===== src/rtl/sid_pkg.sv =====
// Shared definitions for the shallow-ice diffusivity pipeline.
// Holds binary32 constants, unit latencies, register indexes and a
// leading-zero counter used by the floating-point units. No dependencies.
package sid_pkg;

    localparam logic [31:0] QNAN        = 32'h7FC0_0000;
    localparam logic [31:0] ONE_HALF    = 32'h3F00_0000;
    localparam logic [31:0] ONE_QUARTER = 32'h3E80_0000;
    localparam logic [31:0] INV_SPACING_RST = 32'h3F80_0000;

    // Register stages of the adder and multiplier, and of the square root.
    localparam int FP_LAT   = 4;
    localparam int SQRT_LAT = 26;

    localparam int CFG_IDX_W = 4;

    typedef enum logic [CFG_IDX_W-1:0] {
        CFG_A_SCALED    = 4'd0,
        CFG_C_SCALED    = 4'd1,
        CFG_INV_SPACING = 4'd2,
        CFG_EPS_SQUARED = 4'd3
    } t_cfg_idx;

    // Result class decided early in a unit and applied at packing.
    typedef enum logic [1:0] {
        SP_NONE,
        SP_NAN,
        SP_INF,
        SP_ZERO
    } t_fspec;

    // Leading zeros of a 48-bit word; 48 when the word is zero.
    function automatic logic [5:0] f_lzc48(input logic [47:0] v);
        logic [5:0] n;
        n = 6'd48;
        for (int i = 0; i < 48; i++) begin
            if (v[i]) n = 6'(47 - i);
        end
        return n;
    endfunction

endpackage


===== src/rtl/sid_fsqrt.sv =====
// Pipelined binary32 square root: one unpack stage, one restoring root bit
// per stage, and a rounding stage. Correctly rounded. Depends on sid_pkg.
module sid_fsqrt (
    input  logic        i_clk,
    input  logic        i_en,
    input  logic [31:0] i_a,
    output logic [31:0] o_r
);
    import sid_pkg::*;

    localparam int NBIT = 24;

    logic [7:0]  e;
    logic [5:0]  lz;
    logic [23:0] m;
    logic signed [9:0] ex, exe, h;
    logic [24:0] x25;
    logic        n0_spec;
    logic [31:0] n0_sval;

    logic [25:0] r_rem  [NBIT+1];
    logic [23:0] r_root [NBIT+1];
    logic [47:0] r_rad  [NBIT+1];
    logic [7:0]  r_exh  [NBIT+1];
    logic        r_spec [NBIT+1];
    logic [31:0] r_sval [NBIT+1];

    logic        rnd;
    logic [31:0] n_out, r_out;

    always_comb begin
        e  = i_a[30:23];
        lz = f_lzc48({1'b0, i_a[22:0], 24'd0});
        if (e == 8'hFF) begin
            n0_spec = 1'b1;
            n0_sval = ((i_a[22:0] != '0) || i_a[31]) ? QNAN : i_a;
        end else if (i_a[30:0] == '0) begin
            n0_spec = 1'b1;
            n0_sval = i_a;
        end else if (i_a[31]) begin
            n0_spec = 1'b1;
            n0_sval = QNAN;
        end else begin
            n0_spec = 1'b0;
            n0_sval = i_a;
        end
        if (e == 8'd0) begin
            m  = {1'b0, i_a[22:0]} << lz[4:0];
            ex = -10'sd126 - $signed({4'd0, lz});
        end else begin
            m  = {1'b1, i_a[22:0]};
            ex = $signed({2'b00, e}) - 10'sd127;
        end
        x25 = ex[0] ? {m, 1'b0} : {1'b0, m};
        exe = ex[0] ? ex - 10'sd1 : ex;
        h   = (exe >>> 1) + 10'sd127;
    end

    always_ff @(posedge i_clk) begin
        if (i_en) begin
            r_rem[0]  <= '0;
            r_root[0] <= '0;
            r_rad[0]  <= {x25, 23'd0};
            r_exh[0]  <= h[7:0];
            r_spec[0] <= n0_spec;
            r_sval[0] <= n0_sval;
        end
    end

    generate
        for (genvar k = 1; k <= NBIT; k++) begin : g_step
            logic [27:0] rs, t, df;
            logic        ge;
            always_comb begin
                rs = {r_rem[k-1], r_rad[k-1][47:46]};
                t  = {2'b00, r_root[k-1], 2'b01};
                df = rs - t;
                ge = (rs >= t);
            end
            always_ff @(posedge i_clk) begin
                if (i_en) begin
                    r_rem[k]  <= ge ? df[25:0] : rs[25:0];
                    r_root[k] <= {r_root[k-1][22:0], ge};
                    r_rad[k]  <= {r_rad[k-1][45:0], 2'b00};
                    r_exh[k]  <= r_exh[k-1];
                    r_spec[k] <= r_spec[k-1];
                    r_sval[k] <= r_sval[k-1];
                end
            end
        end
    endgenerate

    always_comb begin
        // The remainder beats the root exactly when the true root lies above r + 1/2.
        rnd = r_rem[NBIT] > {2'b00, r_root[NBIT]};
        if (r_spec[NBIT]) begin
            n_out = r_sval[NBIT];
        end else begin
            n_out = {1'b0, r_exh[NBIT], 23'd0} + {9'd0, r_root[NBIT][22:0]}
                  + {31'd0, rnd};
        end
    end

    always_ff @(posedge i_clk) begin
        if (i_en) r_out <= n_out;
    end

    assign o_r = r_out;

endmodule


===== config.mk =====
export PLATFORM = sky130hd
export DESIGN_NAME = sid_fsqrt
export DESIGN_NICKNAME = d
export VERILOG_FILES = /design/src/rtl/sid_pkg.sv /design/src/rtl/sid_fsqrt.sv
export SDC_FILE = /design/constraint.sdc
export NUM_CORES = 2
export LEC_CHECK = 0
export BUFFER_PORTS_ARGS = -buffer_cell sky130_fd_sc_hd__buf_4
export CAP_MARGIN = 20
export CORE_AREA = 4 4 416 623
export CTS_CLUSTER_DIAMETER = 100
export CTS_CLUSTER_SIZE = 10
export DETAILED_ROUTE_END_ITERATION = 7
export DIE_AREA = 0 0 420 627
export GPL_TIMING_DRIVEN = 0
export PLACE_DENSITY = 0.54
export RECOVER_POWER = 25
export SYNTH_ARGS = -nofsm -noshare
export SYNTH_HDL_FRONTEND = slang
export SYNTH_SLANG_ARGS = --single-unit

===== constraint.sdc =====
create_clock -name i_clk -period 4.5 [get_ports i_clk]
set_clock_uncertainty 0.15 [all_clocks]
set_input_delay 0.9 -clock i_clk [delete_from_list [all_inputs] [get_ports i_clk]]
set_output_delay 0.9 -clock i_clk [all_outputs]
set_load 0.01 [all_outputs]

* After elaboration in Yosys (flattened, before gate mapping)
Memories as Yosys holds them, arrays and structs flattened.
Index checks and enable logic that the tools add are counted.
** Storage, ports and cells
- Flip-flop bits (word level) :: 32
- Latch bits :: 0
- Memory bits (writable) :: 3425
- Bits in read-only memories :: 0
- Bits of input ports :: 34
- Output and inout port bits :: 32
- Logic and storage cells :: 129
- Memories kept :: 6
** Operators by class
- $add $sub $neg :: 30
- Multipliers :: 0
- Div/mod/pow operators :: 0
- $lt $le $gt $ge :: 25
- Equal/unequal tests :: 1
- Shift-type cells :: 1
- Mux-type cells :: 61
- Bitwise gates (word level) :: 0
- Reduce and logical (&&, ||, !) cells :: 4
** Memory list
- r_rad :: depth 25, bits a word 46, rd ports 24, clocked after memory_dff 0, write ports 25, line sid_fsqrt.sv:23 : logic [47:0] r_rad [NBIT+1];
- r_sval :: depth 25, bits a word 32, rd ports 25, clocked after memory_dff 0, write ports 25, line sid_fsqrt.sv:26 : logic [31:0] r_sval [NBIT+1];
- r_rem :: depth 25, bits a word 26, rd ports 25, clocked after memory_dff 0, write ports 25, line sid_fsqrt.sv:21 : logic [25:0] r_rem [NBIT+1];
- r_root :: depth 25, bits a word 24, rd ports 25, clocked after memory_dff 0, write ports 25, line sid_fsqrt.sv:22 : logic [23:0] r_root [NBIT+1];
- r_exh :: depth 25, bits a word 8, rd ports 25, clocked after memory_dff 0, write ports 25, line sid_fsqrt.sv:24 : logic [7:0] r_exh [NBIT+1];
- r_spec :: depth 25, bits a word 1, rd ports 25, clocked after memory_dff 0, write ports 25, line sid_fsqrt.sv:25 : logic r_spec [NBIT+1];
** Operators by type and width (number)
- >= comparator 28 x 26 -> 1 bit :: 24
- 2-to-1 mux 26 bit :: 24
- subtractor 26 bit :: 24
- 2-to-1 mux 6 bit :: 23
- 2-to-1 mux 32 bit :: 4
- adder 31 x 23 -> 32 bit :: 1
- adder 32 x 1 -> 32 bit :: 1
- logical NOT 31 bit :: 1
- 2-to-1 mux 31 bit :: 1
- > comparator 26 x 24 -> 1 bit :: 1
- 2-to-1 mux 25 bit :: 1
- 2-to-1 mux 24 bit :: 1
- << shifter 23 x 5 -> 24 bit :: 1
- nonzero test 23 bit :: 1
- 2-to-1 mux 9 bit :: 2
- subtractor 8 x 7 -> 9 bit (first input constant) :: 1
- subtractor 8 x 7 -> 9 bit (second input constant) :: 1
- subtractor 9 x 2 -> 9 bit (second input constant) :: 1
- adder 8 bit (second input constant) :: 1
- == test 8 bit (second input constant) :: 1
- logical NOT 8 bit :: 1
- 2-to-1 mux 1 bit :: 5
- logical OR 1 bit :: 1

* Depth between registers and ports, before layout
- Depth in word-level cells :: 28
- Depth in mapped cells :: 20
- Depth with buffers taken out :: 20

* Worst setup path before layout
OpenSTA, ideal clock, no wires.
- Path kind :: in2reg
- From :: input port i_a[15]
- To :: memory r_exh[0][6], data pin
- Library setup time :: 0.276 ns
- Arrival :: 3.582 ns
- Required time :: 4.074 ns
- Slack :: 0.492 ns
- Stages :: 14
- Path buffers :: 3
- Cells stage by stage :: clkbuf_1 inv_1 a2111oi_0 o21ai_0 a21oi_2 inv_1 buf_2 buf_2 ha_1 nor2_1 o21ai_0 nor4_1 nand2_1 xor2_1
** RTL lines
- from (decl) :: line sid_fsqrt.sv:6 : input logic [31:0] i_a,
- to (decl) :: line sid_fsqrt.sv:24

==> results.txt <==
status = complete, no violations
Crit Reg-Reg Startpoint = r_rem[12][0]$_DFFE_PP_
max_slew headroom = 0.264
Initial Util = 0.348
Post-synth EDFFs = 2104
Max-Cap Viols = 0
Num CTS Buffers = 236
Slew Viols, Final = 0
Final Wtd Congestion = 0.865
flops & latches, synth = 2104
GR peak layer = met2
layout cells sized above 1 = 0.0833
vias in the first global route = 49938
Avg Inst Size Synth = 14.6 sq um
layout overhead on the synthesized area = 12.9%
number of distinct library cells after synthesis = 90
dpl cell area = 0.0933 sq mm
CTS tree = done
Post-DRT Antenna Nets = 0
Worst-Margin Slew = 1090 ps
Seq pwr share = 0.529
drt via density = 4.87
Pleak = 36.1 nW
worst flop-to-flop path endpoint = r_rem[13][21]$_DFFE_PP_
Clock power frac = 0.343
post-route insts no fill = 9686
IO Count = 66
commonest non-fill, non-tap cell in the layout = edfxtp_1
combinational group share of total power = 0.128
setup TNS = 0 ps
std cell rows = 227
largest net degree at the start of global routing = 202
Crit Path Max Fanout = 10
Fin. Hold Viols = 0
asr flop ratio synth = 0
CTS clk-pin slew, worst paths = 50 ps
Die Height = 627 um
Yosys Warn Count = 0
cell count after synthesis = 6040
worst hold start = r_spec[10]$_DFFE_PP_
hold_buf cts = 0
Cells after DPL = 9435
hold endpoint = r_spec[11]$_DFFE_PP_
antenna violations before repair = 1
drt drc = 0
Clock Tree Root = clkbuf_16
grt ovf = 0
via count = 47163
Primary FF master, synth = edfxtp_1
cell area after layout = 0.0998 sq mm
Worst Setup Start Kind = input port
first-pass GRT wire length = 261000 um
drt wl/cell = 17.3 um
syn nets = 6420
Power Density = 469 mW/mm^2
gr usage total = 0.126
post-synthesis sequential area ratio = 0.715
Clock Latency Late Sink = 880 ps
R2R depth = 11
RSZ-0062 raised after global routing = true
met2 usage = 0.270
Switching Share = 0.237
Reg2Reg Setup Slack = 140 ps
most frequent cells in the layout = edfxtp_1 (2104), inv_1 (418), nand2_1 (374)
Longest Clk Path Bufs = 4
Max Freq = 224 MHz
min Tclk post-route = 4470 ps
Die Area = 0.263 sq mm
DIE WIDTH = 420 um
GR Layer Usage met3 = 0.0184
final WL = 168000 um
Max IR drop VDD = 0.347 mV
final worst-path cycle share = 0.994
Final setup viols = 0
Port-buffer cells = 57
Critical Path RT = 4870 ps
Core Area = 0.254 sq mm
nets = 6738
DRT Pass-1 Iters = 7
H-tree levels = 4
hold path cells = 0
Crit. End Element = flip-flop
synthesized area = 0.0884 sq mm
Tightest Hold Check Type = reg -> reg
met1 GRT Util = 0.106
Detail Placement HPWL = 118000 um
fill count = 23146
Arrival @ worst endpoint = 4840 ps
Int Power = 35.7 mW
initial DRC count = 2665
total clock sinks = 2104
Worst Setup Path Type = in -> reg
Psw = 11.1 mW
==> worst max-delay path: stages <==
cell      delay (ps)
clkbuf_1         320
nor4_2           500
nand2_1          260
a31o_2           300
nand2_1          130
buf_2            360
mux2i_1          420
nor3_1            80
a211oi_1         650
nor2_1           100
a211oi_1         550
o22ai_1          250
==> metal layers <==
layer / vias to the layer above / wire length, um
met5: - / 0
met4: 0 / 8510
met3: 463 / 5200
met2: 812 / 101000
met1: 22945 / 53100
li1: 22943 / -
==> cells in the mapped netlist, types with 29 or more instances <==
master	n	share of area
a211oi_1	31	0.0026
a21o_1	77	0.0065
a21oi_1	287	0.016
a31oi_1	31	0.0022
and2_1	38	0.0027
and3_1	29	0.0021
clkbuf_1	91	0.0039
edfxtp_1	2104	0.72
ha_1	334	0.047
inv_1	419	0.018
mux2_2	69	0.0088
mux2i_1	39	0.0044
nand2_1	376	0.016
nand2b_1	83	0.0059
nand3_1	101	0.0057
nor2_1	372	0.016
nor2b_1	46	0.0033
nor3_1	140	0.0079
nor4_1	67	0.0047
o21a_1	72	0.0061
o21ai_0	310	0.018
o31ai_1	40	0.0034
or3_1	69	0.0049
xnor2_1	250	0.025
xor2_1	221	0.022
==> timing repair <==
| action | CTS | global route |
|---|---|---|
| endpoints found under the setup margin | 198 | 110 |
| gates resized for setup | 64 | 37 |
| setup buffers | 4 | 4 |
| pin swaps | 4 | 5 |
==> final cells by class <==
cell class	count	area, sq um	share of cell area
Antenna cell	2	5.00	0.0000502
Buffer	102	452	0.00453
Clock buffer	238	5960	0.0597
Clock inverter	6	120	0.00120
Inverter	425	1600	0.0160
Multi-Input combinational cell	3406	23400	0.235
Sequential cell	2104	63200	0.633
Tap cell	3320	4150	0.0416
Timing Repair Buffer	83	853	0.00855
==> power by group through the flow <==
stage / logic [mW] / registers, mW / clock network [mW]
after global placement: 5.69 / 25.8 / 0
after global routing: 6.66 / 24.9 / 17.5
after floorplan: 4.14 / 24.8 / 0
after detailed placement: 5.88 / 25.1 / 0
after CTS: 5.97 / 24.7 / 16.7
final: 5.97 / 24.7 / 16.0
==> how the worst max path moves through the flow <==
stage,startpoint,end
after floorplan,i_a[15],r_exh[0][6]$_DFFE_PP_
after global routing,i_a[18],r_rad[0][39]$_DFFE_PP_
after CTS,r_root[6][22]$_DFFE_PP_,o_r[29]$_DFFE_PP_
after global placement,i_en,o_r[4]$_DFFE_PP_
final,i_a[16],r_rad[0][35]$_DFFE_PP_
after detailed placement,i_a[15],r_exh[0][5]$_DFFE_PP_
==> through the flow <==
stage | power [mW] | setup slack, ps | hold slack, ps | utilization
2_1_floorplan | 29.0 | 492 | 250 | -
5_1_grt | 49.0 | -1.57 | 193 | 0.392
4_1_cts | 47.4 | -2.28 | 147 | 0.392
3_5_place_dp | 31.0 | -2250 | 255 | 0.367
3_3_place_gp | 31.5 | -16510 | 251 | 0.366
6_report | 46.8 | 29.0 | 198 | 0.392
==> cell families (layout without fill, tap and decap cells) <==
family                     after synthesis  after routing  share of synthesized area
buffers and inverters                  530            854                     0.0227
and+or+nand+nor                       1450           1450                     0.0798
DFF                                   2104           2104                      0.715
adders and majority gates              346            346                     0.0500
other                                    1              3                  0.0000424
AOI/OAI and AO/OA                     1029           1029                     0.0721
muxes                                  109            109                     0.0135
xor gates and xnor gates               471            471                     0.0467
==> flip-flops by register name, indices dropped and copies added (netlist names) <==
signal / flops
o_r: 32
r_spec: 25
r_root: 300
r_exh: 200
r_sval: 800
r_rem: 578
r_rad: 169
Power figures use the tool's default switching activity.
