--- src/rtl/sid_delay.sv ---
// Enabled delay line for payload words that wait for a later pipeline stage.
// Depends on nothing.
module sid_delay #(
    parameter int W = 32,
    parameter int N = 4
) (
    input  logic         i_clk,
    input  logic         i_en,
    input  logic [W-1:0] i_d,
    output logic [W-1:0] o_q
);

    generate
        if (N == 0) begin : g_none
            assign o_q = i_d;
        end else begin : g_line
            logic [W-1:0] r_tap [N];
            always_ff @(posedge i_clk) begin
                if (i_en) begin
                    r_tap[0] <= i_d;
                    for (int i = 1; i < N; i++) r_tap[i] <= r_tap[i-1];
                end
            end
            assign o_q = r_tap[N-1];
        end
    endgenerate

endmodule

--- config.mk ---
export PLATFORM = sky130hd
export DESIGN_NAME = sid_delay
export DESIGN_NICKNAME = d
export VERILOG_FILES = /design/src/rtl/sid_delay.sv
export SDC_FILE = /design/constraint.sdc
export NUM_CORES = 1
export LEC_CHECK = 0
export ABC_AREA = 1
export ABC_CLOCK_PERIOD_IN_PS = 800
export BUFFER_PORTS_ARGS = -buffer_cell sky130_fd_sc_hd__buf_2
export CORE_UTILIZATION = 42
export DETAILED_ROUTE_END_ITERATION = 8
export PLACE_DENSITY = 0.72
export SLEW_MARGIN = 15
export SYNTH_ARGS = -nofsm -noshare
export SYNTH_HDL_FRONTEND = slang
export SYNTH_SLANG_ARGS = --single-unit
export TNS_END_PERCENT = 5
--- constraint.sdc ---
create_clock -name i_clk -period 0.8 [get_ports i_clk]
set_clock_uncertainty 0.05 [all_clocks]
set_input_delay 0.08 -clock i_clk [delete_from_list [all_inputs] [get_ports i_clk]]
set_output_delay 0.08 -clock i_clk [all_outputs]
set_load 0.005 [all_outputs]
After elaboration in Yosys (flattened, before gate mapping)
Memories as Yosys holds them, arrays and structs flattened.
Index checks and enable logic that the tools add are counted.
Word-level totals
  register bits: 0
  bits in writable memories: 128
  bits of input ports: 34
  output and inout port bits: 32
  word-level logic and storage cells: 3
  memories kept: 1
Operators by class
  mux-type cells: 2
Memory list
  g_line.r_tap: depth 4, bits a word 32, read ports 4, clocked after memory_dff 0, write ports 4, RTL line 17  | logic [W-1:0] r_tap [N];
Operators by type and width (count)
  2-to-1 mux 1 bit: 2

Depth between registers and ports, before layout
Gate-level depths: netlist of run 1.
  word-level depth: 2
  mapped depth: 0
  gate-level depth less buffers: 0

Worst setup path after synthesis of run 1
Ideal clock, no wire load.
  kind: reg-to-reg
  start point: memory g_line.r_tap[0][0]
  end point: memory g_line.r_tap[1][0], data pin
  library setup time: 0.266 ns
  data arrival time: 0.323 ns
  data required time: 0.484 ns
  setup slack: 0.161 ns
  stages on the path, launching flop included: 1
  buffers on the path: 0
  clock period less this slack: 0.639 ns
  cells stage by stage: edfxtp_1
RTL lines (RTL line)
  start: declaration: 17

==> metrics, run 1 <==
outcome=finished with violations; failing checks=DRC, setup timing; area occupied by multi-input gates=0 um^2; Post-synth top flop=edfxtp_1; biggest registers after layout=g_line.r_tap (128); total track usage=0.118; Inserted Clock Buffers=17; Post-Syn Area=3840 um^2; YS warnings=0; GRT overflow=0; Ant. Diodes=0; R2R depth=0; starting density of the core=0.436; final worst slack=-0.350 ns; most common cell in the netlist=edfxtp_1; hold path depth=2; DR vias/cell=4.35; sequential cell area=3840 um^2; Critical Path RT=0.67 ns; clk slew on worst S/H paths=0.05 ns; Setup TNS Final=-10.03 ns; most common library cells after synthesis=edfxtp_1 (128); CP Buf/Inv Count=1; WL final=5050 um; Crit. path cell count=1; slowest cell on the critical path=edfxtp_1; register area share after synthesis=1.00; TritonCTS clock tree=yes; crit path kind=flip-flop to output pin; Final Hold Viols=0; pin count of the biggest net entering global routing=47; CTS H-tree depth=4; Die Footprint=9540 um^2; r2r setup slk=0.10 ns; VDD IR max=1.51 mV; nets@finish=284; Chip Width=97.7 um; Static Leak=0.00192 uW; multi-input gates=0; fraction of layout cells with a size suffix above 1=0.366; EDFF count, synth=128; crit end category=output pin; # clock sinks=128; Die Y=97.7 um; area share of the largest cell type after synthesis=1.00; GP Congestion=0.685; CTS root buffer=clkbuf_8; GR peak layer=met2; fin crit period=1.15 ns; Largest register FFs=128; crit path DAT=1.02 ns; Routed WL per cell=13.7 um; Row Count=34; hold path start=i_en; post-route ant nets=0; Worst Setup Start Kind=flip-flop; Slew HR=0.815; via count=1608; IO Port Bufs=65; worst path cell trace=buf_2; Fmax=870 MHz; Setup Fix Bufs, Post-CTS=0; remaining routing DRC violations=2; cell taking the most area after synthesis=edfxtp_1; worst flop-to-flop path endpoint=g_line.r_tap[2][15]; endpoints failing setup=32; type of the worst min-delay path=primary input to flip-flop; Top delay family on crit path=flip-flops; Final Cycle Share=1.44; max incr delay on CP=0.38 ns; overall power=15000 uW; vias in the first global route=1717; Worst-Skew Late Latency=0.50 ns; Finished Cell Area=5220 um^2; Netlist cell types=1; Reg2Reg Launch Point=g_line.r_tap[1][15]; RSZ-0062 raised after global routing=true; fin. max-slew vios=0; synthesized area per cell=30.0 um^2; DR iter-0 viols=113; Synth async-reset ratio=0; power density over cell area=2880 nW/um^2; M1 GR Usage=0.116; Synth Instances=128; core area=8810 um^2; hold endpoint=g_line.r_tap[0][0]; CTS max path bufs=2; GR met2 Demand/Resource=0.200; initial antenna violation count=0; Mapped Nets=162; largest register by flop count=g_line.r_tap; Area after DPL=4370 um^2; top cells by area, synth=edfxtp_1 (100%); Max-cap violations=0; met3 GRT Util=0.0432; Worst-Margin Slew=0.277 ns; first-pass GRT wire length=8020 um; P&R area growth vs syn=35.7%; DRT Pass-1 Iters=6; # fillers=642; Yosys reg bits=128; num ports=66; peak fanout along the critical path=1; final core utilization=0.592
==> layer usage <==
layer	vias up	part of all wire
met5	-	0
met1	771	0.38
met4	0	0.033
met3	18	0.046
met2	48	0.54
li1	771	-
==> cell families (layout without fill, tap and decap cells) <==
kind of cell           after synthesis  after routing  share of synthesized area
flip-flops                         128            128                       1.00
buffers and inverters                0            134                          0
==> placed cells by master, fill, tap and decap left out, drive strengths merged <==
master and n:
dlygate4sd3 33, buf 70, clkbuf 18, bufinv 1, clkinv 8, edfxtp 128
clkinvlp 4
==> power breakdown <==
group | internal (uW) | switching [uW] | total [uW]
logic | 249 | 219 | 468
clock network | 4030 | 2520 | 6550
registers | 7910 | 100 | 8010
==> final cells by class <==
class | count | area share
Clock buffer | 18 | 0.0801
Tap cell | 108 | 0.0259
Timing Repair Buffer | 103 | 0.138
Clock inverter | 13 | 0.0189
Sequential cell | 128 | 0.737
==> worst max path at each step <==
stage / from / to / slack (ns)
global placement: i_en / g_line.r_tap[3][15] / -0.06
floorplan: g_line.r_tap[0][0] / g_line.r_tap[1][0] / 0.16
global route: g_line.r_tap[3][30] / o_q[30] / -0.40
CTS: g_line.r_tap[3][26] / o_q[26] / -0.39
finish: g_line.r_tap[3][26] / o_q[26] / -0.35
detailed placement: i_en / g_line.r_tap[3][13] / -0.08
==> stage by stage <==
step                      std cells  setup slack [ns]  hold WS [ns]
final                           370            -0.350        0.0560
after global routing            370            -0.403        0.0544
after CTS                       370            -0.387        0.0431
after detailed placement        306           -0.0781         0.208
after global placement          306           -0.0596         0.207
after floorplan                 128             0.161         0.129
==> repair_timing <==
item / in CTS / in global routing
gates resized for setup: 0 / 0
endpoints found under the setup margin: 32 / 32
hold buffers: 33 / 0
hold endpoints to repair: 38 / 0
(Power assumes the default switching activity.)
==> run 2: changes to the inputs <==
BUFFER_PORTS_ARGS = -buffer_cell sky130_fd_sc_hd__buf_4   (was -buffer_cell sky130_fd_sc_hd__buf_2)
==> run 2 against run 1 <==
Effect of this change:
- the flow still finishes with violations (DRC, setup timing)
- sequential share of layout area fell by 3.8 points
- maximum frequency fell by 0.48%
- setup slack worse by 0.0055 ns
- count of clock-buffer cells in the layout decreased by 1
- worst hold slack worse by 0.010 ns
- power is 7.2% higher
- critical path type unchanged
- largest cell class unchanged
- largest power group unchanged
==> metrics, run 2 (synthesis gave the netlist of run 1 again) <==
commonest non-fill, non-tap cell in the layout=edfxtp_1; GP Congestion=0.686; power density over cell area=2930 nW/um^2; Ant. Diodes=0; CTS max path bufs=2; biggest registers after layout=g_line.r_tap (128); Largest register FFs=128; GR peak layer=met2; Setup Fix Bufs, Post-CTS=0; Final Hold Viols=0; VDD IR max=1.68 mV; largest register by flop count=g_line.r_tap; outcome=finished with violations; Static Leak=0.00204 uW; DR vias/cell=4.34; via count=1614; starting density of the core=0.436; placed insts=307; clk slew on worst S/H paths=0.06 ns; nets@finish=285; Worst-Margin Slew=0.270 ns; total track usage=0.117; initial antenna violation count=0; post-route ant nets=0; CTS H-tree depth=4; GR met2 Demand/Resource=0.193; Area after DPL=4550 um^2; crit path kind=flip-flop to output pin; Worst Setup Start Kind=flip-flop; Inserted Clock Buffers=17; area occupied by multi-input gates=0 um^2; vias in the first global route=1598; Chip Width=97.7 um; WL final=4970 um; Fmax=865 MHz; Finished Cell Area=5500 um^2; fin. max-slew vios=0; Die Y=97.7 um; CP Buf/Inv Count=1; RSZ-0062 raised after global routing=true; fraction of layout cells with a size suffix above 1=0.390; TritonCTS clock tree=yes; worst path cell trace=buf_6; Die Footprint=9540 um^2; Max-cap violations=0; Routed WL per cell=13.4 um; IO Port Bufs=65; met3 GRT Util=0.0525; max incr delay on CP=0.40 ns; Final Cycle Share=1.44; M1 GR Usage=0.119; pin count of the biggest net entering global routing=37; Worst-Skew Late Latency=0.49 ns; DRT Pass-1 Iters=6; Critical Path RT=0.67 ns; # clock sinks=128; slowest cell on the critical path=edfxtp_1; P&R area growth vs syn=43.1%; crit path DAT=1.03 ns; crit end category=output pin; failing checks=DRC, setup timing; Top delay family on crit path=flip-flops; first-pass GRT wire length=7780 um; core area=8810 um^2; DR iter-0 viols=90; num ports=66; Slew HR=0.820; peak fanout along the critical path=1; non-filler instance count after layout=372; final worst slack=-0.355 ns; Row Count=34; endpoints failing setup=36; remaining routing DRC violations=2; type of the worst min-delay path=primary input to flip-flop; most frequent cells in the layout=edfxtp_1 (128), buf_4 (62), dlygate4sd3_1 (33); multi-input gates=0; GRT overflow=0; fin crit period=1.16 ns; CTS root buffer=clkbuf_8
==> run 2: power breakdown <==
group	leakage, uW	switching, uW	internal [uW]	total [uW]
logic	0.000500	223	356	579
registers	0.00125	109	7910	8020
clock network	0.000286	2730	4780	7510
==> run 2: metrics by stage <==
| step | TNS, ns | hold slack, ns | power, uW | utilization | setup WS (ns) |
|---|---|---|---|---|---|
| detailed placement | -5.33 | 0.209 | 8600 | 0.517 | -0.0539 |
| CTS | -11.72 | 0.0226 | 16300 | 0.622 | -0.395 |
| finish | -10.46 | 0.0456 | 16100 | 0.625 | -0.355 |
| floorplan | 0 | 0.129 | 8130 | - | 0.161 |
| global placement | -4.42 | 0.209 | 8560 | 0.517 | -0.0484 |
| global route | -12.44 | 0.0366 | 16700 | 0.625 | -0.415 |
==> run 2: final timing paths <==
path | startpoint | endpoint | slack, ns | cells past startpoint
setup / recovery | g_line.r_tap[3][20] | o_q[20] | -0.36 | 1
hold / removal | i_en | g_line.r_tap[2][9] | 0.05 | 2
setup reg to reg | g_line.r_tap[0][16] | g_line.r_tap[1][16] | 0.10 | 0
hold reg to reg | g_line.r_tap[0][4] | g_line.r_tap[1][4] | 0.36 | 0
==> run 2: per-layer routing <==
metal / wire, um / vias to the layer above
met5: 0 / -
met4: 159 / 0
met3: 170 / 15
met2: 2730 / 45
met1: 1920 / 776
li1: - / 778
==> run 2: area by class of cell <==
| cell class | count | area, um^2 |
|---|---|---|
| Clock buffer | 17 | 414 |
| Clock inverter | 15 | 184 |
| Fill cell | 600 | 3310 |
| Sequential cell | 128 | 3840 |
| Tap cell | 108 | 135 |
| Timing Repair Buffer | 104 | 923 |
==> run 2: what timing repair did <==
item / in CTS / in global routing
hold buffers: 33 / 0
hold endpoints to repair: 36 / 0
endpoints found under the setup margin: 32 / 32
gates resized for setup: 1 / 5
==> run 3: changes to the inputs <==
CORE_UTILIZATION = 35   (was 42)
HOLD_SLACK_MARGIN = 0.12   (was not set)
PLACE_DENSITY = 0.63   (was 0.72)
SLEW_MARGIN = not set   (was 15)
==> run 3 against run 2 <==
Effect of this change:
- the run ends with hold timing, setup timing left
- utilization decreased by 9.1 points
- clock power down 1%
- setup slack got worse by 0.022 ns
- non-clock buffer count rose by 2
- critical endpoint is now o_q[15]
- die area grew 20%
- largest power group unchanged
- via count increased by 1.7%
- worst hold slack got worse by 0.18 ns
- sequential cell count is the same
- first-iteration DRC count decreased by 49%
==> metrics, run 3 (synthesis gave the netlist of run 1 again) <==
vias in the first global route=1661; fin crit period=1.18 ns; r2r setup slk=0.07 ns; crit path capture=o_q[15]; non-filler instance count after layout=402; max incr delay on CP=0.41 ns; M1 GR Usage=0.102; hold_ws=-0.135 ns; crit end category=output pin; crit path kind=flip-flop to output pin; Critical Path RT=0.67 ns; final worst slack=-0.377 ns; post-route ant nets=0; initial antenna violation count=0; Max-cap violations=0; Reg2Reg Launch Point=g_line.r_tap[0][7]; pin count of the biggest net entering global routing=28; total track usage=0.100; # fillers=810; P&R area growth vs syn=45.4%; worst path cell trace=buf_6; core area=10500 um^2; nets@finish=287; Post-CTS Hold Fix Bufs=32; IO Port Bufs=65; multi-input gates=0; Inserted Clock Buffers=17; worst flop-to-flop path endpoint=g_line.r_tap[1][7]; area occupied by multi-input gates=0 um^2; power density over cell area=2870 nW/um^2; GR peak layer=met2; outcome=finished with violations; CP Buf/Inv Count=1; Die Y=107 um; biggest registers after layout=g_line.r_tap (128); Worst-Margin Slew=0.281 ns; Crit. path cell count=1; Worst-Skew Late Latency=0.51 ns; R2R depth=0; peak fanout along the critical path=1; DR iter-0 viols=46; Area after DPL=4640 um^2; Setup Fix Bufs, Post-CTS=0; remaining routing DRC violations=0; Ant. Diodes=0; CTS H-tree depth=4; Worst Setup Start Kind=flip-flop; type of the worst min-delay path=primary input to flip-flop; GRT overflow=0; Finished Cell Area=5590 um^2; num ports=66; starting density of the core=0.367; critical path launch point=g_line.r_tap[3][15]; Die Footprint=11400 um^2; WL final=5110 um; Routed WL per cell=12.7 um; Largest register FFs=128; final core utilization=0.534; Final Cycle Share=1.47; Static Leak=0.00207 uW; met3 GRT Util=0.0535; HPWL after DPL=2970 um; slowest cell on the critical path=edfxtp_1; placed insts=338; GP Congestion=0.662; DR vias/cell=4.08; Fmax=849 MHz; CTS root buffer=clkbuf_8; CTS max path bufs=2; endpoints failing setup=32; most frequent cells in the layout=edfxtp_1 (128), buf_4 (56), dlygate4sd3_1 (32); Row Count=37; Final Hold Viols=22; RSZ-0062 raised after global routing=true; Chip Width=107 um; DRT Pass-1 Iters=4; crit path DAT=1.05 ns; Slew HR=0.813; fin. max-slew vios=0; failing checks=hold timing, setup timing; commonest non-fill, non-tap cell in the layout=edfxtp_1; clk slew on worst S/H paths=0.06 ns; GR met2 Demand/Resource=0.154; via count=1641; pre-CTS setup slack=-0.0544 ns; VDD IR max=1.27 mV; Top delay family on crit path=flip-flops; largest register by flop count=g_line.r_tap; TritonCTS clock tree=yes; # clock sinks=128; first-pass GRT wire length=7860 um; fraction of layout cells with a size suffix above 1=0.395
run 3: cell types whose count changed in the layout (fill, tap and decap cells not counted), sizes merged:
cell,before,now
buf,71,74
bufinv,3,2
clkinv,5,4
clkinvlp,3,1
dlygate4sd3,33,32
inv,4,8
run 3: worst min-delay path by stage:
stage | startpoint | endpoint | slack, ns | cells past startpoint
2_1_floorplan | i_d[0] | g_line.r_tap[0][0] | 0.13 | 0
3_3_place_gp | i_d[13] | g_line.r_tap[0][13] | 0.21 | 1
3_5_place_dp | i_d[26] | g_line.r_tap[0][26] | 0.21 | 1
4_1_cts | i_en | g_line.r_tap[0][23] | -0.16 | 1
5_1_grt | i_en | g_line.r_tap[0][23] | -0.16 | 1
6_report | i_en | g_line.r_tap[0][23] | -0.14 | 1
run 3: metal layers:
metal	vias up	part of all wire
li1	787	-
met4	0	0.034
met2	47	0.52
met5	-	0
met3	14	0.047
met1	793	0.40
run 3: timing repair:
item	4_1_cts	5_1_grt
gates resized for setup	1	11
endpoints found under the setup margin	32	32
hold endpoints to repair	160	128
run 3: cell type report:
cell class / count / area, um^2 / area share
clock inverters: 15 / 173 / 0.0309
repair buffers: 106 / 987 / 0.177
clock buffers: 17 / 414 / 0.0741
flip-flops and latches: 128 / 3840 / 0.688
well taps: 136 / 170 / 0.0305
run 3: power breakdown:
group	internal (uW)	switching (uW)	leakage, uW
registers	7910	113	0.00125
logic	386	228	0.000528
clock network	4530	2880	0.000286
run 3: stage by stage:
stage	TNS [ns]	total power, uW
final	-10.89	16000
after global routing	-12.56	16600
after CTS	-11.85	16200
after detailed placement	-3.45	8630
after global placement	-2.15	8600
after floorplan	0	8130
