File: src/rtl/sid_pkg.sv
// Shared definitions for the shallow-ice diffusivity pipeline.
// Holds binary32 constants, unit latencies, register indexes and a
// leading-zero counter used by the floating-point units. No dependencies.
package sid_pkg;

    localparam logic [31:0] QNAN        = 32'h7FC0_0000;
    localparam logic [31:0] ONE_HALF    = 32'h3F00_0000;
    localparam logic [31:0] ONE_QUARTER = 32'h3E80_0000;
    localparam logic [31:0] INV_SPACING_RST = 32'h3F80_0000;

    // Register stages of the adder and multiplier, and of the square root.
    localparam int FP_LAT   = 4;
    localparam int SQRT_LAT = 26;

    localparam int CFG_IDX_W = 4;

    typedef enum logic [CFG_IDX_W-1:0] {
        CFG_A_SCALED    = 4'd0,
        CFG_C_SCALED    = 4'd1,
        CFG_INV_SPACING = 4'd2,
        CFG_EPS_SQUARED = 4'd3
    } t_cfg_idx;

    // Result class decided early in a unit and applied at packing.
    typedef enum logic [1:0] {
        SP_NONE,
        SP_NAN,
        SP_INF,
        SP_ZERO
    } t_fspec;

    // Leading zeros of a 48-bit word; 48 when the word is zero.
    function automatic logic [5:0] f_lzc48(input logic [47:0] v);
        logic [5:0] n;
        n = 6'd48;
        for (int i = 0; i < 48; i++) begin
            if (v[i]) n = 6'(47 - i);
        end
        return n;
    endfunction

endpackage

File: src/rtl/sid_fmul.sv
// Four-stage binary32 multiplier, round to nearest even, subnormals kept.
// Depends on sid_pkg.
module sid_fmul (
    input  logic        i_clk,
    input  logic        i_en,
    input  logic [31:0] i_a,
    input  logic [31:0] i_b,
    output logic [31:0] o_p
);
    import sid_pkg::*;

    logic [7:0]  ea, eb;
    logic        a_nan, b_nan, a_inf, b_inf, a_zero, b_zero;
    logic [23:0] ma, mb;
    t_fspec      n1_spec;
    logic signed [10:0] n1_enorm;

    logic [47:0] r1_prod;
    logic signed [10:0] r1_enorm;
    logic        r1_sign;
    t_fspec      r1_spec;

    logic [5:0]  lz;
    logic signed [10:0] diff, rsh;
    logic        n2_left;
    logic [5:0]  n2_amt;

    logic [47:0] r2_prod;
    logic        r2_left;
    logic [5:0]  r2_amt;
    logic signed [10:0] r2_eres;
    logic        r2_sign;
    t_fspec      r2_spec;

    logic [47:0] n3_m;
    logic        n3_stx;
    logic [47:0] r3_m;
    logic        r3_stx;
    logic signed [10:0] r3_eres;
    logic        r3_sign;
    t_fspec      r3_spec;

    logic        rnd, ovf;
    logic [7:0]  field;
    logic [30:0] mag;
    logic [31:0] n4_p, r4_p;

    always_comb begin
        ea = i_a[30:23];
        eb = i_b[30:23];
        a_nan  = (ea == 8'hFF) && (i_a[22:0] != '0);
        b_nan  = (eb == 8'hFF) && (i_b[22:0] != '0);
        a_inf  = (ea == 8'hFF) && (i_a[22:0] == '0);
        b_inf  = (eb == 8'hFF) && (i_b[22:0] == '0);
        a_zero = (i_a[30:0] == '0);
        b_zero = (i_b[30:0] == '0);
        ma = {ea != 8'd0, i_a[22:0]};
        mb = {eb != 8'd0, i_b[22:0]};
        if (a_nan || b_nan || (a_inf && b_zero) || (b_inf && a_zero)) begin
            n1_spec = SP_NAN;
        end else if (a_inf || b_inf) begin
            n1_spec = SP_INF;
        end else if (a_zero || b_zero) begin
            n1_spec = SP_ZERO;
        end else begin
            n1_spec = SP_NONE;
        end
        n1_enorm = $signed({3'b0, (ea == 8'd0) ? 8'd1 : ea})
                 + $signed({3'b0, (eb == 8'd0) ? 8'd1 : eb}) - 11'sd126;
    end

    always_comb begin
        lz   = f_lzc48(r1_prod);
        diff = r1_enorm - $signed({5'b0, lz});
        rsh  = 11'sd1 - r1_enorm;
        if (diff >= 11'sd1) begin
            n2_left = 1'b1;
            n2_amt  = lz;
        end else if (r1_enorm >= 11'sd1) begin
            n2_left = 1'b1;
            n2_amt  = 6'(r1_enorm - 11'sd1);
        end else begin
            n2_left = 1'b0;
            n2_amt  = (rsh > 11'sd63) ? 6'd63 : rsh[5:0];
        end
    end

    always_comb begin
        if (r2_left) begin
            n3_m   = r2_prod << r2_amt;
            n3_stx = 1'b0;
        end else begin
            n3_m   = r2_prod >> r2_amt;
            n3_stx = |(r2_prod & ~({48{1'b1}} << r2_amt));
        end
    end

    always_comb begin
        rnd   = r3_m[23] & ((|r3_m[22:0]) | r3_stx | r3_m[24]);
        ovf   = r3_m[47] && (r3_eres >= 11'sd255);
        field = r3_m[47] ? r3_eres[7:0] : 8'd0;
        mag   = {field, r3_m[46:24]} + {30'd0, rnd};
        case (r3_spec)
            SP_NAN:  n4_p = QNAN;
            SP_INF:  n4_p = {r3_sign, 8'hFF, 23'd0};
            SP_ZERO: n4_p = {r3_sign, 31'd0};
            default: n4_p = ovf ? {r3_sign, 8'hFF, 23'd0} : {r3_sign, mag};
        endcase
    end

    always_ff @(posedge i_clk) begin
        if (i_en) begin
            r1_prod  <= ma * mb;
            r1_enorm <= n1_enorm;
            r1_sign  <= i_a[31] ^ i_b[31];
            r1_spec  <= n1_spec;
            r2_prod  <= r1_prod;
            r2_left  <= n2_left;
            r2_amt   <= n2_amt;
            r2_eres  <= diff;
            r2_sign  <= r1_sign;
            r2_spec  <= r1_spec;
            r3_m     <= n3_m;
            r3_stx   <= n3_stx;
            r3_eres  <= r2_eres;
            r3_sign  <= r2_sign;
            r3_spec  <= r2_spec;
            r4_p     <= n4_p;
        end
    end

    assign o_p = r4_p;

endmodule

File: config.mk
export PLATFORM = sky130hd
export DESIGN_NAME = sid_fmul
export DESIGN_NICKNAME = d
export VERILOG_FILES = /design/src/rtl/sid_pkg.sv /design/src/rtl/sid_fmul.sv
export SDC_FILE = /design/constraint.sdc
export NUM_CORES = 2
export LEC_CHECK = 0
export BUFFER_PORTS_ARGS = -buffer_cell sky130_fd_sc_hd__buf_2
export CAP_MARGIN = 10
export CORE_ASPECT_RATIO = 0.7
export CORE_UTILIZATION = 34
export CTS_BUF_LIST = sky130_fd_sc_hd__clkbuf_16
export CTS_CLUSTER_SIZE = 16
export DETAILED_ROUTE_END_ITERATION = 6
export PLACE_DENSITY = 0.57
export SLEW_MARGIN = 5
export SYNTH_ARGS = -nofsm -noshare
export SYNTH_HDL_FRONTEND = slang
export SYNTH_SLANG_ARGS = --single-unit
File: constraint.sdc
create_clock -name i_clk -period 19.7 [get_ports i_clk]
set_input_delay 3.94 -clock i_clk [delete_from_list [all_inputs] [get_ports i_clk]]
set_output_delay 3.94 -clock i_clk [all_outputs]
set_load 0.02 [all_outputs]
; ---- After elaboration in Yosys (flattened, before gate mapping)
; Cells that the tools add are included.
[word_totals]
ff_bits = 225
input_bits = 66
output_inout_bits = 32
wordCells = 125
[op_classes]
n_addsub = 6
n_mul = 1
order_cmp = 4
n_eq_ne = 5
shifts = 3
muxes = 60
n_bitwise = 6
reduce_logical = 24
[op_table]
columns = cell, n
row1 = 6-bit two-way mux, 50
row2 = 32-bit one-hot mux with 3 select lines, 1
row3 = 31-bit logical NOT, 2
row4 = 48-bit AND, 1
row5 = 24-bit by 24-bit multiplier with 48-bit output, 1
row6 = 48-bit two-way mux, 1
row7 = 48-bit NOT, 1
row8 = 48-bit OR reduction, 1
row9 = 48-bit by 6-bit << shifter with 48-bit output, 1
row10 = 48-bit by 6-bit << shifter with 48-bit output (first input constant), 1
row11 = 48-bit by 6-bit >> shifter with 48-bit output, 1
row12 = 23-bit logical NOT, 2
row13 = 23-bit nonzero test, 2
row14 = 31-bit by 1-bit adder with 31-bit output, 1
row15 = 31-bit two-way mux, 1
row16 = 8-bit two-way mux, 3
row17 = 23-bit OR reduction, 1
row18 = 8-bit equality test (second input constant), 2
row19 = 8-bit logical NOT, 2
row20 = 8-bit nonzero test, 2
row21 = 11-bit by 2-bit >= comparator with 1-bit output (second input constant), 1
row22 = 11-bit by 9-bit >= comparator with 1-bit output (second input constant), 1
row23 = 11-bit by 7-bit > comparator with 1-bit output (second input constant), 1
row24 = 10-bit by 7-bit subtractor with 11-bit output, 1
row25 = other kinds (15), 28

; ---- Depth between registers and ports, before layout
[logic_depth]
depth_word = 51
ltp_mapped = 27
depth_no_buf = 25

; ---- Worst setup path after synthesis
; No wires, ideal clock.
[synth_path]
path_kind = input to register
from = input port i_b[3]
to = register r1_prod[47], data pin
arrival_time_ns = 10.300
t_required_ns = 19.440
path_slack_ns = 9.140
path_stages = 23
n_path_buf = 2
path_cell_list = clkbuf_1 -> clkbuf_1 -> nand2_1 -> fa_1 -> inv_1 -> fa_1 -> fa_1 -> fa_1 -> fa_1 -> inv_1 -> fa_1 -> inv_1 -> fa_1 -> ha_1 -> a21o_1 -> a2111oi_4 -> nand2_1 -> a31o_2 -> a221oi_2 -> o31ai_1 -> a311o_1 -> a21oi_1 -> xnor2_1
[synth_between]
elab_chain_cells = 1
[synth_lines]
columns = item, line
row1 = from (decl), sid_fmul.sv:7  ; input logic [31:0] i_b,
row2 = 24-bit by 24-bit multiplier with 48-bit output, sid_fmul.sv:113  ; r1_prod <= ma * mb;
row3 = to (signal assigned), sid_fmul.sv:113
row4 = to (decl), sid_fmul.sv:18  ; logic [47:0] r1_prod;
; Every way passes these cells.
; A chain may end at the register's enable or synchronous reset.

; ---- Final worst setup path
[layout_path]
from = input port i_b[30]
to = register r1_prod[47], data pin
[layout_between]
elab_chain_cells = 2
[layout_lines]
columns = item, line
row1 = 8-bit nonzero test, sid_fmul.sv:58  ; mb = {eb != 8'd0, i_b[22:0]};
row2 = 24-bit by 24-bit multiplier with 48-bit output, sid_fmul.sv:113
; Every way passes these cells.

==> impl_metrics.json <==
{
  "path_cells": "buf_2 -> nor4_1 -> nand2_1 -> buf_4 -> and2_1 -> fa_1 -> inv_1 -> fa_1 -> fa_1 -> fa_1 -> fa_1 -> fa_1 -> inv_1 -> fa_1 -> ha_1 -> a21oi_1 -> nand3_1 -> a211oi_1 -> o31ai_1 -> a221oi_2 -> o31ai_1 -> a311o_1 -> a21oi_1 -> xnor2_1",
  "synth_edf_count": 225,
  "coreArea_sq_mm": 0.0984,
  "drtIter0Drc": 2792,
  "row_count": 96,
  "timing.rr.end": "r2_amt[0]$_DFFE_PP_",
  "path_class": "input pin to flip-flop",
  "cp_max_fo": 26,
  "synthArstFlopShare": 0,
  "cts_hold_buffers": 0,
  "ff2ff_path_depth": 16,
  "holdPathStages": 0,
  "cp.required_ns": 19.99,
  "vias": 26200,
  "synth.distinct_cells": 76,
  "clk-insertion-delay-late_ns": 0.53,
  "fin_setup_tns_ns": 0,
  "dpl.hpwl_um": 77600,
  "io_pins": 98,
  "startpoint": "i_b[30]",
  "grt_max_degree": 111,
  "finalCritPeriodShare": 0.561,
  "cp-start-kind": "input pin",
  "cts_resized": 0,
  "synth-compound-area-share": 0.0966,
  "vias_per_cell": 5.34,
  "cts_buffers": 22,
  "die_w_um": 379,
  "ys_ff_latch": 225,
  "syn_to_final_growth_pct": 6.44,
  "gp_congestion": 0.961,
  "antenna_found_initial": 2,
  "syn_inst": 3639,
  "period_minus_slack_ns": 11.05,
  "rsz0062_at_grt": "false",
  "final-seq-area_sq_mm": 0.00676,
  "final_net_count": 4314,
  "drc": 0,
  "wl_per_cell_um": 20.9,
  "synthMuxAreaShare": 0.0754,
  "setup_viol": 0,
  "path_buf_inv": 4,
  "worst_slew_pin_slew_ns": 1.37,
  "fin_skew_ns": 0.0111,
  "syn_nets": 4393,
  "critPathCapture": "r1_prod[47]$_DFFE_PP_",
  "synth_ff_type": "edfxtp_1",
  "hold_viol_final": 0,
  "hp-class": "flip-flop to flip-flop",
  "grt_pass1_wl_um": 158000,
  "synth_xor_area_frac": 0.0227,
  "status": "complete, no violations",
  "synthAdderAreaFrac": 0.362,
  "crit_top_cell": "fa_1",
  "drive_gt1_frac": 0.0708,
  "start_util": 0.345,
  "clkTransAtPathRegs_ns": 0.07,
  "grt-ovfl-total": 0,
  "synth_seq_area_share": 0.199,
  "clock.fmax_ghz": 0.0905,
  "yosys_warnings": 0,
  "dieHeight_um": 266,
  "max_cap_viol_count": 0,
  "crit_family": "adder cells",
  "wirelength_um": 102000,
  "worstReg2RegStart": "r1_prod[2]$_DFFE_PP_",
  "grt_use_total": 0.203,
  "cp.depth": 24,
  "cpMaxStageDelayCell": "a211oi_1",
  "io_buffers": 97,
  "n_fill_cell": 9967,
  "maxSlewViolCount": 0,
  "dieArea_sq_mm": 0.101,
  "syn-cell-area_sq_mm": 0.0339,
  "critPathCaptureType": "flip-flop",
  "root_buffer": "clkbuf_16",
  "ant_nets": 0,
  "cts_setup_buffers": 0,
  "yosys.area_share.simple": 0.159,
  "firstDrtPassIters": 6,
  "relSlewSlack": 0.0735,
  "ff2ff_setup_slack_ns": 14.30,
  "multi_input_area_sq_mm": 0.0243,
  "slowest_delay_ns": 0.62,
  "synth_top_family_by_area": "adder cells",
  "cts_tree": "built",
  "htreeDepth": 1,
  "crit_arrival_ns": 11.33,
  "clockBufferDepth": 3,
  "cts.sinks": 225,
  "syn_area_per_cell_sq_um": 9.32,
  "grt_pass1_vias": 25300
}
[worst reg2reg max path, cell delays in order (launching register included)]
cell and delay [ns]:
edfxtp_1 0.43, o31ai_1 0.28, a211oi_1 0.10, nor3_1 0.19
o31ai_1 0.12, a2111oi_0 0.67, o31a_1 0.21, o21ai_0 0.35
fa_1 0.56, a21o_1 0.19, a21oi_2 0.17, o21bai_1 0.10
a21oi_2 0.22, xnor2_1 0.12, or4_4 0.53, o41ai_4 0.56
mux2_4 0.36
[per-stage QoR]
stage | util | cells | hold slack, ns | setup WS (ns) | area (sq um)
after floorplan | - | 3639 | 0.400 | 9.14 | 33900
after global placement | 0.360 | 4859 | 0.404 | 8.26 | 35400
after detailed placement | 0.360 | 4859 | 0.405 | 8.26 | 35400
after CTS | 0.367 | 4897 | 0.419 | 8.79 | 36100
after global routing | 0.367 | 4897 | 0.420 | 8.33 | 36100
final | 0.367 | 4899 | 0.418 | 8.65 | 36100
[state kept, by name, indices dropped and copies added, names as in the netlist]
signal and cells:
r1_enorm 10, r2_left 1, r3_spec 2, o_p 32, r2_amt 6, r1_prod 48, r2_eres 11, r3_eres 11
r1_sign 1, r1_spec 2, r2_sign 1, r2_spec 2, r3_stx 1, r2_prod 48, r3_sign 1, r3_m 48
[cell type report]
cell class                 instances  share of cell area
multi-input combinational       2648               0.672
sequential                       225               0.187
inverter                         543              0.0565
tap                             1323              0.0459
timing repair buffer             120              0.0189
clock buffer                      22              0.0153
clock inverter                    16             0.00395
antenna                            2            0.000139
[synthesized netlist by cell type (55+ instances only)]
cell	number	area share
a21oi_1	148	0.022
and2_1	216	0.040
clkbuf_1	186	0.021
edfxtp_1	225	0.20
fa_1	484	0.29
ha_1	204	0.075
inv_1	540	0.060
mux2i_1	102	0.030
mux4_2	58	0.039
nand2_1	492	0.054
nor2_1	279	0.031
o21ai_0	116	0.017
xnor2_1	55	0.014
[kinds of logic after synthesis]
| family | Yosys count |
|---|---|
| compound gates | 513 |
| fa+ha+maj | 691 |
| xor+xnor | 88 |
| mux | 180 |
| buf+inv | 766 |
| simple gates | 1176 |
| flops | 225 |
[worst min path at each step]
stage,from,endpoint,slack (ns)
floorplan,r1_sign$_DFFE_PP_,r2_sign$_DFFE_PP_,0.40
global placement,r1_sign$_DFFE_PP_,r2_sign$_DFFE_PP_,0.40
detailed placement,r2_eres[10]$_DFFE_PP_,r3_eres[10]$_DFFE_PP_,0.40
CTS,r2_eres[10]$_DFFE_PP_,r3_eres[10]$_DFFE_PP_,0.42
global route,r2_sign$_DFFE_PP_,r3_sign$_DFFE_PP_,0.42
finish,r2_eres[10]$_DFFE_PP_,r3_eres[10]$_DFFE_PP_,0.42
[layout by cell type (no fill, tap or decap), drive strengths merged, types with 7 or more instances in the layout]
| cell | count |
|---|---|
| or3 | 7 |
| a211oi | 21 |
| and3 | 10 |
| a21oi | 150 |
| nor2b | 8 |
| and2 | 217 |
| inv | 546 |
| o31ai | 11 |
| nand2 | 492 |
| or4 | 7 |
| a22o | 7 |
| o211ai | 17 |
| o21bai | 10 |
| clkinv | 10 |
| a21o | 36 |
| edfxtp | 225 |
| nor3 | 38 |
| xnor2 | 55 |
| clkbuf | 22 |
| mux2 | 20 |
| nand2b | 26 |
| o21a | 13 |
| a221oi | 7 |
| ha | 204 |
| nor2 | 279 |
| nor4 | 38 |
| o22a | 7 |
| nand4 | 23 |
| o21ai | 117 |
| mux4 | 58 |
| nand3 | 19 |
| xor2 | 33 |
| a31oi | 16 |
| fa | 484 |
| mux2i | 102 |
| o22ai | 44 |
| buf | 120 |
[layer usage]
layer	vias to the layer above	share of wire	track usage
li1	11800	-	-
met1	13200	0.48	0.324
met2	1119	0.41	0.281
met3	98	0.095	0.0411
met4	0	0.014	0.0319
met5	-	0	0
Power is not shown: default switching activity piles up to over one toggle a cycle in this logic, so the estimate is an artifact.
